File: config.mk
export PLATFORM = sky130hd
export DESIGN_NAME = mc_step_size_adapter_core
export DESIGN_NICKNAME = d
export VERILOG_FILES = /design/src/hdl/mc_ssa_pkg.sv /design/src/hdl/mc_ssa_chan.sv /design/src/hdl/mc_step_size_adapter_core.sv
export SDC_FILE = /design/constraint.sdc
export NUM_CORES = 2
export LEC_CHECK = 0
export ABC_AREA = 1
export BUFFER_PORTS_ARGS = -buffer_cell sky130_fd_sc_hd__buf_2
export CAP_MARGIN = 10
export CORE_UTILIZATION = 55
export DETAILED_ROUTE_END_ITERATION = 10
export GPL_ROUTABILITY_DRIVEN = 1
export PLACE_DENSITY = 0.79
export SKIP_LAST_GASP = 1
export SYNTH_ARGS = -nofsm -noshare
export SYNTH_HDL_FRONTEND = slang
export SYNTH_SLANG_ARGS = --single-unit
File: constraint.sdc
create_clock -name clk -period 12.9 [get_ports clk]
set_input_delay 1.29 -clock clk [delete_from_list [all_inputs] [get_ports clk]]
set_output_delay 1.29 -clock clk [all_outputs]
set_load 0.005 [all_outputs]
File: src/hdl/mc_ssa_pkg.sv
// ---------------------------------------------------------------------------
// Step size adapter package
// Types and constants shared by the channel engine and the top level.
// ---------------------------------------------------------------------------
package mc_ssa_pkg;

    // Clamp limits of the Q1.16 scale factor.
    localparam logic [16:0] FACTOR_HI = 17'd98304;
    localparam logic [16:0] FACTOR_LO = 17'd32768;

    // Iteration counts of the bit-serial units.
    localparam logic [4:0] MUL_T_STEPS = 5'd16;
    localparam logic [4:0] DIV_STEPS   = 5'd17;
    localparam logic [4:0] MUL_S_STEPS = 5'd17;

    // Configuration register indexes (word address bit).
    localparam logic REG_TARGET = 1'b0;
    localparam logic REG_BOX    = 1'b1;

    // Channel engine states.
    typedef enum logic [2:0] {
        CH_IDLE,
        CH_MUL_T,
        CH_CMP,
        CH_DIV,
        CH_MUL_S,
        CH_DONE
    } chan_state_t;

    // Top level sequencing states.
    typedef enum logic {
        TOP_IDLE,
        TOP_BUSY
    } top_state_t;

    // Commands from the top level to a channel engine.
    typedef struct packed {
        logic start;
        logic grow;
        logic ack;
    } chan_cmd_t;

    // Status from a channel engine to the top level.
    typedef struct packed {
        logic done;
        logic adjusted;
    } chan_sts_t;

endpackage

File: src/hdl/mc_ssa_chan.sv
// ---------------------------------------------------------------------------
// Step size adapter channel engine
// Bit-serial multiply for the denominator, clamp check, restoring divide for
// the scale factor and bit-serial multiply of the step by the factor.
// ---------------------------------------------------------------------------
module mc_ssa_chan
    import mc_ssa_pkg::*;
(
    input  logic        clk,
    input  logic        rst_n,
    input  chan_cmd_t   cmd,
    input  logic [31:0] delta_att,
    input  logic [31:0] delta_acc,
    input  logic [31:0] step,
    input  logic [15:0] target,
    output chan_sts_t   sts,
    output logic [31:0] result
);

    chan_state_t state_reg, state_next;
    logic [4:0]  cnt_reg, cnt_next;
    logic [48:0] acc_reg, acc_next;
    logic [48:0] mcand_reg, mcand_next;
    logic [16:0] mplier_reg, mplier_next;
    logic [47:0] den_reg, den_next;
    logic [47:0] rem_reg, rem_next;
    logic [16:0] quo_reg, quo_next;
    logic [31:0] dn_reg, dn_next;
    logic [31:0] step_reg, step_next;
    logic        adj_reg, adj_next;
    logic [31:0] result_reg, result_next;

    logic [48:0] add_sum;
    logic [48:0] rem_sh;
    logic [48:0] rem_diff;
    logic        rem_ge;
    logic [48:0] num2;
    logic [49:0] den3;
    logic [16:0] quo_new;

    // Control state.
    always_ff @(posedge clk or negedge rst_n)
    begin
        if (!rst_n)
        begin
            state_reg <= CH_IDLE;
            cnt_reg   <= '0;
        end
        else
        begin
            state_reg <= state_next;
            cnt_reg   <= cnt_next;
        end
    end

    // Datapath registers.
    always_ff @(posedge clk)
    begin
        acc_reg    <= acc_next;
        mcand_reg  <= mcand_next;
        mplier_reg <= mplier_next;
        den_reg    <= den_next;
        rem_reg    <= rem_next;
        quo_reg    <= quo_next;
        dn_reg     <= dn_next;
        step_reg   <= step_next;
        adj_reg    <= adj_next;
        result_reg <= result_next;
    end

    // Shared arithmetic: one accumulate, one trial subtract, the clamp compare operands.
    always_comb
    begin
        add_sum  = acc_reg + (mplier_reg[0] ? mcand_reg : 49'd0);
        rem_sh   = {rem_reg, 1'b0};
        rem_diff = rem_sh - {1'b0, den_reg};
        rem_ge   = (rem_sh >= {1'b0, den_reg});
        num2     = {dn_reg, 17'd0};
        den3     = {2'b00, acc_reg[47:0]} + {1'b0, acc_reg[47:0], 1'b0};
        quo_new  = {quo_reg[15:0], rem_ge};
    end

    // Sequencer: next state and datapath control.
    always_comb
    begin
        state_next  = state_reg;
        cnt_next    = cnt_reg;
        acc_next    = acc_reg;
        mcand_next  = mcand_reg;
        mplier_next = mplier_reg;
        den_next    = den_reg;
        rem_next    = rem_reg;
        quo_next    = quo_reg;
        dn_next     = dn_reg;
        step_next   = step_reg;
        adj_next    = adj_reg;
        result_next = result_reg;

        unique case (state_reg)
            CH_IDLE:
            begin
                if (cmd.start)
                begin
                    step_next = step;
                    dn_next   = delta_acc;
                    adj_next  = cmd.grow;
                    if (cmd.grow)
                    begin
                        acc_next    = '0;
                        mcand_next  = {17'd0, delta_att};
                        mplier_next = {1'b0, target};
                        cnt_next    = MUL_T_STEPS;
                        state_next  = CH_MUL_T;
                    end
                    else
                    begin
                        result_next = step;
                        state_next  = CH_DONE;
                    end
                end
            end

            // Denominator: attempt delta times target, one target bit a cycle.
            CH_MUL_T:
            begin
                acc_next    = add_sum;
                mcand_next  = {mcand_reg[47:0], 1'b0};
                mplier_next = {1'b0, mplier_reg[16:1]};
                cnt_next    = cnt_reg - 5'd1;
                if (cnt_reg == 5'd1)
                begin
                    state_next = CH_CMP;
                end
            end

            // Clamp check; the divide runs only for factors strictly inside.
            CH_CMP:
            begin
                den_next = acc_reg[47:0];
                if ({1'b0, num2} >= den3)
                begin
                    acc_next    = '0;
                    mcand_next  = {17'd0, step_reg};
                    mplier_next = FACTOR_HI;
                    cnt_next    = MUL_S_STEPS;
                    state_next  = CH_MUL_S;
                end
                else if (num2 <= {1'b0, acc_reg[47:0]})
                begin
                    acc_next    = '0;
                    mcand_next  = {17'd0, step_reg};
                    mplier_next = FACTOR_LO;
                    cnt_next    = MUL_S_STEPS;
                    state_next  = CH_MUL_S;
                end
                else
                begin
                    rem_next   = {1'b0, dn_reg, 15'd0};
                    quo_next   = '0;
                    cnt_next   = DIV_STEPS;
                    state_next = CH_DIV;
                end
            end

            // Restoring divide, one quotient bit a cycle.
            CH_DIV:
            begin
                rem_next = rem_ge ? rem_diff[47:0] : rem_sh[47:0];
                quo_next = quo_new;
                cnt_next = cnt_reg - 5'd1;
                if (cnt_reg == 5'd1)
                begin
                    acc_next    = '0;
                    mcand_next  = {17'd0, step_reg};
                    mplier_next = quo_new;
                    cnt_next    = MUL_S_STEPS;
                    state_next  = CH_MUL_S;
                end
            end

            // Step times factor, one factor bit a cycle, then saturate.
            CH_MUL_S:
            begin
                acc_next    = add_sum;
                mcand_next  = {mcand_reg[47:0], 1'b0};
                mplier_next = {1'b0, mplier_reg[16:1]};
                cnt_next    = cnt_reg - 5'd1;
                if (cnt_reg == 5'd1)
                begin
                    result_next = add_sum[48] ? 32'hFFFF_FFFF : add_sum[47:16];
                    state_next  = CH_DONE;
                end
            end

            CH_DONE:
            begin
                if (cmd.ack)
                begin
                    state_next = CH_IDLE;
                end
            end

            default:
            begin
                state_next = CH_IDLE;
            end
        endcase
    end

    assign sts.done     = (state_reg == CH_DONE);
    assign sts.adjusted = adj_reg;
    assign result       = result_reg;

endmodule

File: src/hdl/mc_step_size_adapter_core.sv
// ---------------------------------------------------------------------------
// Monte Carlo step size adapter
// Adapts the displacement and volume step sizes from acceptance counters.
// ---------------------------------------------------------------------------
// Usage: one input transaction on the s_ channel carries the cumulative
// counters and present steps of both channels; one output transaction on the
// m_ channel returns the new steps, with the recompute flags in m_tuser.
// The user must set target acceptance and box length over the APB port only
// while idle; the block itself does not enforce it. Each channel has its own
// engine: a bit-serial multiply, a clamp compare, a restoring divide (skipped
// when the factor clamps) and a bit-serial multiply. Only one item is in work
// at a time. The next item is accepted as soon as the result is registered,
// even while the receiver stalls it; a result waiting in the output register
// blocks only the delivery of the following one. Reset clears the recorded
// counters and loads target 0.5 and box length 10.0.
// ---------------------------------------------------------------------------
module mc_step_size_adapter_core
    import mc_ssa_pkg::*;
(
    input  logic         clk,
    input  logic         rst_n,
    // Input item: move_attempts, move_accepts, volume_attempts,
    // volume_accepts, current_displacement, current_volume_step (low first)
    input  logic         s_tvalid,
    output logic         s_tready,
    input  logic [191:0] s_tdata,
    // Result item: new_displacement, new_volume_step (low first)
    output logic         m_tvalid,
    input  logic         m_tready,
    output logic [63:0]  m_tdata,
    // Result flags: displacement_adjusted, volume_adjusted (low first)
    output logic [1:0]   m_tuser,
    // Configuration port
    input  logic         psel,
    input  logic         penable,
    input  logic         pwrite,
    input  logic [2:0]   paddr,
    input  logic [31:0]  pwdata,
    output logic [31:0]  prdata,
    output logic         pready
);

    top_state_t  state_reg, state_next;
    logic [15:0] target_reg;
    logic [31:0] box_reg;
    logic [31:0] last_matt_reg, last_macc_reg, last_vatt_reg, last_vacc_reg;
    logic        out_valid_reg, out_valid_next;
    logic [63:0] out_data_reg, out_data_next;
    logic [1:0]  out_user_reg, out_user_next;

    logic [31:0] move_att, move_acc, vol_att, vol_acc, cur_disp, cur_vol;
    logic        in_take;
    logic        cfg_wr;
    chan_cmd_t   disp_cmd, vol_cmd;
    chan_sts_t   disp_sts, vol_sts;
    logic [31:0] disp_res, vol_res;
    logic [31:0] disp_da, disp_dn, vol_da, vol_dn;
    logic [31:0] cap;
    logic [31:0] disp_final;
    logic        both_done;
    logic        out_load;

    assign move_att = s_tdata[31:0];
    assign move_acc = s_tdata[63:32];
    assign vol_att  = s_tdata[95:64];
    assign vol_acc  = s_tdata[127:96];
    assign cur_disp = s_tdata[159:128];
    assign cur_vol  = s_tdata[191:160];

    assign in_take = s_tvalid && s_tready;
    assign pready  = 1'b1;
    assign cfg_wr  = psel && penable && pwrite && pready;

    // Configuration registers.
    always_ff @(posedge clk or negedge rst_n)
    begin
        if (!rst_n)
        begin
            target_reg <= 16'd32768;
            box_reg    <= 32'd655360;
        end
        else if (cfg_wr)
        begin
            unique case (paddr[2])
                REG_TARGET: target_reg <= pwdata[15:0];
                REG_BOX:    box_reg    <= pwdata;
                default:    box_reg    <= box_reg;
            endcase
        end
    end

    // Register readback.
    always_comb
    begin
        unique case (paddr[2])
            REG_TARGET: prdata = {16'd0, target_reg};
            REG_BOX:    prdata = box_reg;
            default:    prdata = '0;
        endcase
    end

    // Counter deltas against the recorded values.
    always_comb
    begin
        disp_da = move_att - last_matt_reg;
        disp_dn = (move_acc >= last_macc_reg) ? (move_acc - last_macc_reg)
                                              : (last_macc_reg - move_acc);
        vol_da  = vol_att - last_vatt_reg;
        vol_dn  = (vol_acc >= last_vacc_reg) ? (vol_acc - last_vacc_reg)
                                             : (last_vacc_reg - vol_acc);
    end

    // Recorded counters, updated on every accepted transaction.
    always_ff @(posedge clk or negedge rst_n)
    begin
        if (!rst_n)
        begin
            last_matt_reg <= '0;
            last_macc_reg <= '0;
            last_vatt_reg <= '0;
            last_vacc_reg <= '0;
        end
        else if (in_take)
        begin
            last_matt_reg <= move_att;
            last_macc_reg <= move_acc;
            last_vatt_reg <= vol_att;
            last_vacc_reg <= vol_acc;
        end
    end

    assign both_done = disp_sts.done && vol_sts.done;
    assign out_load  = (state_reg == TOP_BUSY) && both_done
                       && (!out_valid_reg || m_tready);

    always_comb
    begin
        disp_cmd.start = in_take;
        disp_cmd.grow  = (move_att != 32'd0) && (last_matt_reg < move_att);
        disp_cmd.ack   = out_load;
        vol_cmd.start  = in_take;
        vol_cmd.grow   = (vol_att != 32'd0) && (last_vatt_reg < vol_att);
        vol_cmd.ack    = out_load;
    end

    mc_ssa_chan u_disp (
        .clk       (clk),
        .rst_n     (rst_n),
        .cmd       (disp_cmd),
        .delta_att (disp_da),
        .delta_acc (disp_dn),
        .step      (cur_disp),
        .target    (target_reg),
        .sts       (disp_sts),
        .result    (disp_res)
    );

    mc_ssa_chan u_vol (
        .clk       (clk),
        .rst_n     (rst_n),
        .cmd       (vol_cmd),
        .delta_att (vol_da),
        .delta_acc (vol_dn),
        .step      (cur_vol),
        .target    (target_reg),
        .sts       (vol_sts),
        .result    (vol_res)
    );

    // Displacement cap at half the box length, recomputed results only.
    always_comb
    begin
        cap        = {1'b0, box_reg[31:1]};
        disp_final = (disp_sts.adjusted && (disp_res > cap)) ? cap : disp_res;
    end

    // Sequencing and output register.
    always_ff @(posedge clk or negedge rst_n)
    begin
        if (!rst_n)
        begin
            state_reg     <= TOP_IDLE;
            out_valid_reg <= 1'b0;
        end
        else
        begin
            state_reg     <= state_next;
            out_valid_reg <= out_valid_next;
        end
    end

    always_ff @(posedge clk)
    begin
        out_data_reg <= out_data_next;
        out_user_reg <= out_user_next;
    end

    always_comb
    begin
        state_next     = state_reg;
        out_valid_next = out_valid_reg;
        out_data_next  = out_data_reg;
        out_user_next  = out_user_reg;
        s_tready       = (state_reg == TOP_IDLE);

        if (out_valid_reg && m_tready)
        begin
            out_valid_next = 1'b0;
        end

        unique case (state_reg)
            TOP_IDLE:
            begin
                if (in_take)
                begin
                    state_next = TOP_BUSY;
                end
            end
            TOP_BUSY:
            begin
                if (out_load)
                begin
                    out_valid_next = 1'b1;
                    out_data_next  = {vol_res, disp_final};
                    out_user_next  = {vol_sts.adjusted, disp_sts.adjusted};
                    state_next     = TOP_IDLE;
                end
            end
            default:
            begin
                state_next = TOP_IDLE;
            end
        endcase
    end

    assign m_tvalid = out_valid_reg;
    assign m_tdata  = out_data_reg;
    assign m_tuser  = out_user_reg;

endmodule

==> results.sh <==
export IMPL_status="finished, final reports clean"
export IMPL_hold_worst_slack_ns=0.412
export IMPL_place_gp_congestion=1.01
export IMPL_cp_max_fo=73
export IMPL_power_density_nw_per_um2=276
export IMPL_postCtsSetupBuffers=0
export IMPL_report_final_slew_viol_count=0
export IMPL_hp_class="reg2reg"
export IMPL_ys_flop_type="edfxtp_1"
export IMPL_path_class="reg2reg"
export IMPL_synth_area_um2=69800
export IMPL_fin_ws_ns=6.40
export IMPL_avgViaCountPerCell=5.75
export IMPL_cts_hold_buffers_added=0
export IMPL_fin_skew_ns=0.0496
export IMPL_synth_edf_count=714
export IMPL_die_h_um=358
export IMPL_cts_buffer_depth=3
export IMPL_grt_pass1_wl_mm=340
export IMPL_cts_root_buf="clkbuf_16"
export IMPL_track_usage_pct=34.1
export IMPL_post_route_min_period_ns=6.50
export IMPL_synth_top_family_by_area="simple AND/OR/NAND/NOR gates"
export IMPL_antenna_found_initial=9
export IMPL_ant_nets=0
export IMPL_finalSetupTns_ns=0
export IMPL_worst_ep_required_time_ns=13.23
export IMPL_first_pass_iters=6
export IMPL_final_common_cell="nand2_1"
export IMPL_final_cell_mix="nand2_1, inv_1, nor2_1, a21oi_1, o21ai_0"
export IMPL_die_x_um=358
export IMPL_cp_start_kind="flip-flop"
export IMPL_async_flop_share_pct=21.4
export IMPL_endpoint_kind="flip-flop"
export IMPL_num_rows=130
export IMPL_dp_hpwl_mm=180
export IMPL_fmax_ghz=0.154
export IMPL_drt_iter0_markers=6245
export IMPL_core_um2=126000
export IMPL_synth_top_area_share_pct=30.7
export IMPL_hold_violations=0
export IMPL_synth_area_leader_cell="edfxtp_1"
export IMPL_clkTransAtPathRegs_ns=0.07
export IMPL_ios=335
export IMPL_routedWlPerCell_um=20.3
export IMPL_clk_insertion_delay_late_ns=0.74
export IMPL_grt_pass1_vias=60200
export IMPL_final_layout_size_suffix_gt1_share_pct=6.62
export IMPL_cp_arrival_ns=6.83
export IMPL_cts_resized=0
export IMPL_drc_errors=0
export IMPL_maxCapViolations=0
export IMPL_synth_compound_area_share_pct=17.6
export IMPL_syn_to_final_growth_pct=9.98
export IMPL_grt_max_degree=112
export IMPL_cts_sinks=908
export IMPL_yosysWarnings=0
export IMPL_synthXorXnorAreaFrac_pct=3.89
export IMPL_p_leak_nw=35.8
export IMPL_synthTopCellsByArea="edfxtp_1, ha_1, nand2_1"
export IMPL_cts_max_level=3
export IMPL_path_common_cell="nand2_1"
export IMPL_synthMuxAreaShare_pct=0.0287
export IMPL_largest_reg_flops=64
export IMPL_synth_nets=10000
export IMPL_overflow=0
export IMPL_finalSetupViolCount=0
export IMPL_ir_worst_vdd_v=0.000178
export IMPL_dpl_cell_area_um2=73100
export IMPL_synthSimpleGateAreaFrac_pct=19.6
export IMPL_avgSynthCellArea_um2=7.66
export IMPL_synth_seq_cells=908
export IMPL_worstMarginPinSlew_ns=1.24
export IMPL_fin_util_pct=61.0
export IMPL_synth_cells=9107
export IMPL_fp_dieArea_um2=128000
export IMPL_crit_slowest_cell="buf_4"
export IMPL_start_util_pct=55.5
export IMPL_relSlewSlack_pct=17.6
export IMPL_rsz0062_at_grt="no"
export IMPL_min_period_over_period_pct=50.4
export IMPL_num_vias=64100
export IMPL_layout_nets=10300
export IMPL_stdcell_area_um2=76800
export IMPL_place_ws_ns=6.44
export IMPL_ys_seq_area_share_pct=37.7
export IMPL_cpPeakStageDelay_ns=0.86
export IMPL_io_buffers=331
export IMPL_drt_total_wl_mm=226
export IMPL_cts_tree="built"
export IMPL_cts_buffers=101
export IMPL_synthAdderAreaFrac_pct=12.3
export IMPL_ys_types=73
## synthesized netlist by cell type (all sizes together) (61+ instances only)
master,count
a22oi,66
edfxtp,714
xnor2,131
xor2,177
nand3,236
o21ai,780
a21oi,905
clkbuf,106
nand2,1941
dfrtp,191
a31oi,91
nor2,979
buf,76
inv,1435
ha,667
o21a,61
nor3,87
## worst max-delay path: cells and delay by family, from the launching register on
family                     cells  cell delay, ns
and+or+nand+nor               13            1.86
buffers and inverters          6            1.70
AOI/OAI and AO/OA              4            1.15
adders and majority gates      2            0.74
DFF                            1            0.48
xor gates and xnor gates       1            0.11
## layout make-up
cell class / instances / area, µm²
Clock buffer: 127 / 2720
Inverter: 1437 / 5400
Clock inverter: 63 / 937
Timing Repair Buffer: 368 / 1940
Tap cell: 1650 / 2060
Fill cell: 11400 / 49000
Antenna cell: 9 / 22.5
Sequential cell: 908 / 26300
Multi-Input combinational cell: 6580 / 37400
## where the power goes
group,internal (mW),switching [mW]
Clock,1.86,1.32
Sequential,4.57,0.848
Combinational,4.01,8.56
## stage by stage
stage | cells | power [mW]
floorplan | 9107 | 13.9
global placement | 10900 | 17.5
detailed placement | 10900 | 17.7
CTS | 11100 | 21.0
global route | 11100 | 22.7
finish | 11100 | 21.2
## layer usage
layer,wire length (µm),GRT usage (%)
met1,95800,45.7
met2,105000,56.1
met5,13,0
met4,9480,13.1
met3,16200,4.65
## cells by family (layout without fill, tap and decap cells)
family	Yosys count	in the layout
flip-flops	908	908
adder cells (fa/ha/maj)	679	679
buffers and inverters	1619	1995
XOR/XNOR	308	308
AND/OR/NAND/NOR	3404	3404
other	1	10
multiplexers	2	2
AO/OA/AOI/OAI	2186	2186
## final timing paths
| check | start | to | slack (ns) | depth (start not counted) |
|---|---|---|---|---|
| min reg2reg | u_vol.result[0] | m_tdata[32] | 0.41 | 0 |
| max in group asynchronous | rst_n | last_macc_reg[29] | 10.90 | 2 |
| min | u_vol.result[0] | m_tdata[32] | 0.41 | 0 |
| min in group asynchronous | rst_n | last_vatt_reg[1] | 0.47 | 1 |
| max | u_disp.acc_reg[1] | u_disp.acc_reg[41] | 6.40 | 26 |
| max reg2reg | u_disp.acc_reg[1] | u_disp.acc_reg[41] | 6.40 | 26 |
Power figures use the tool's default switching activity.
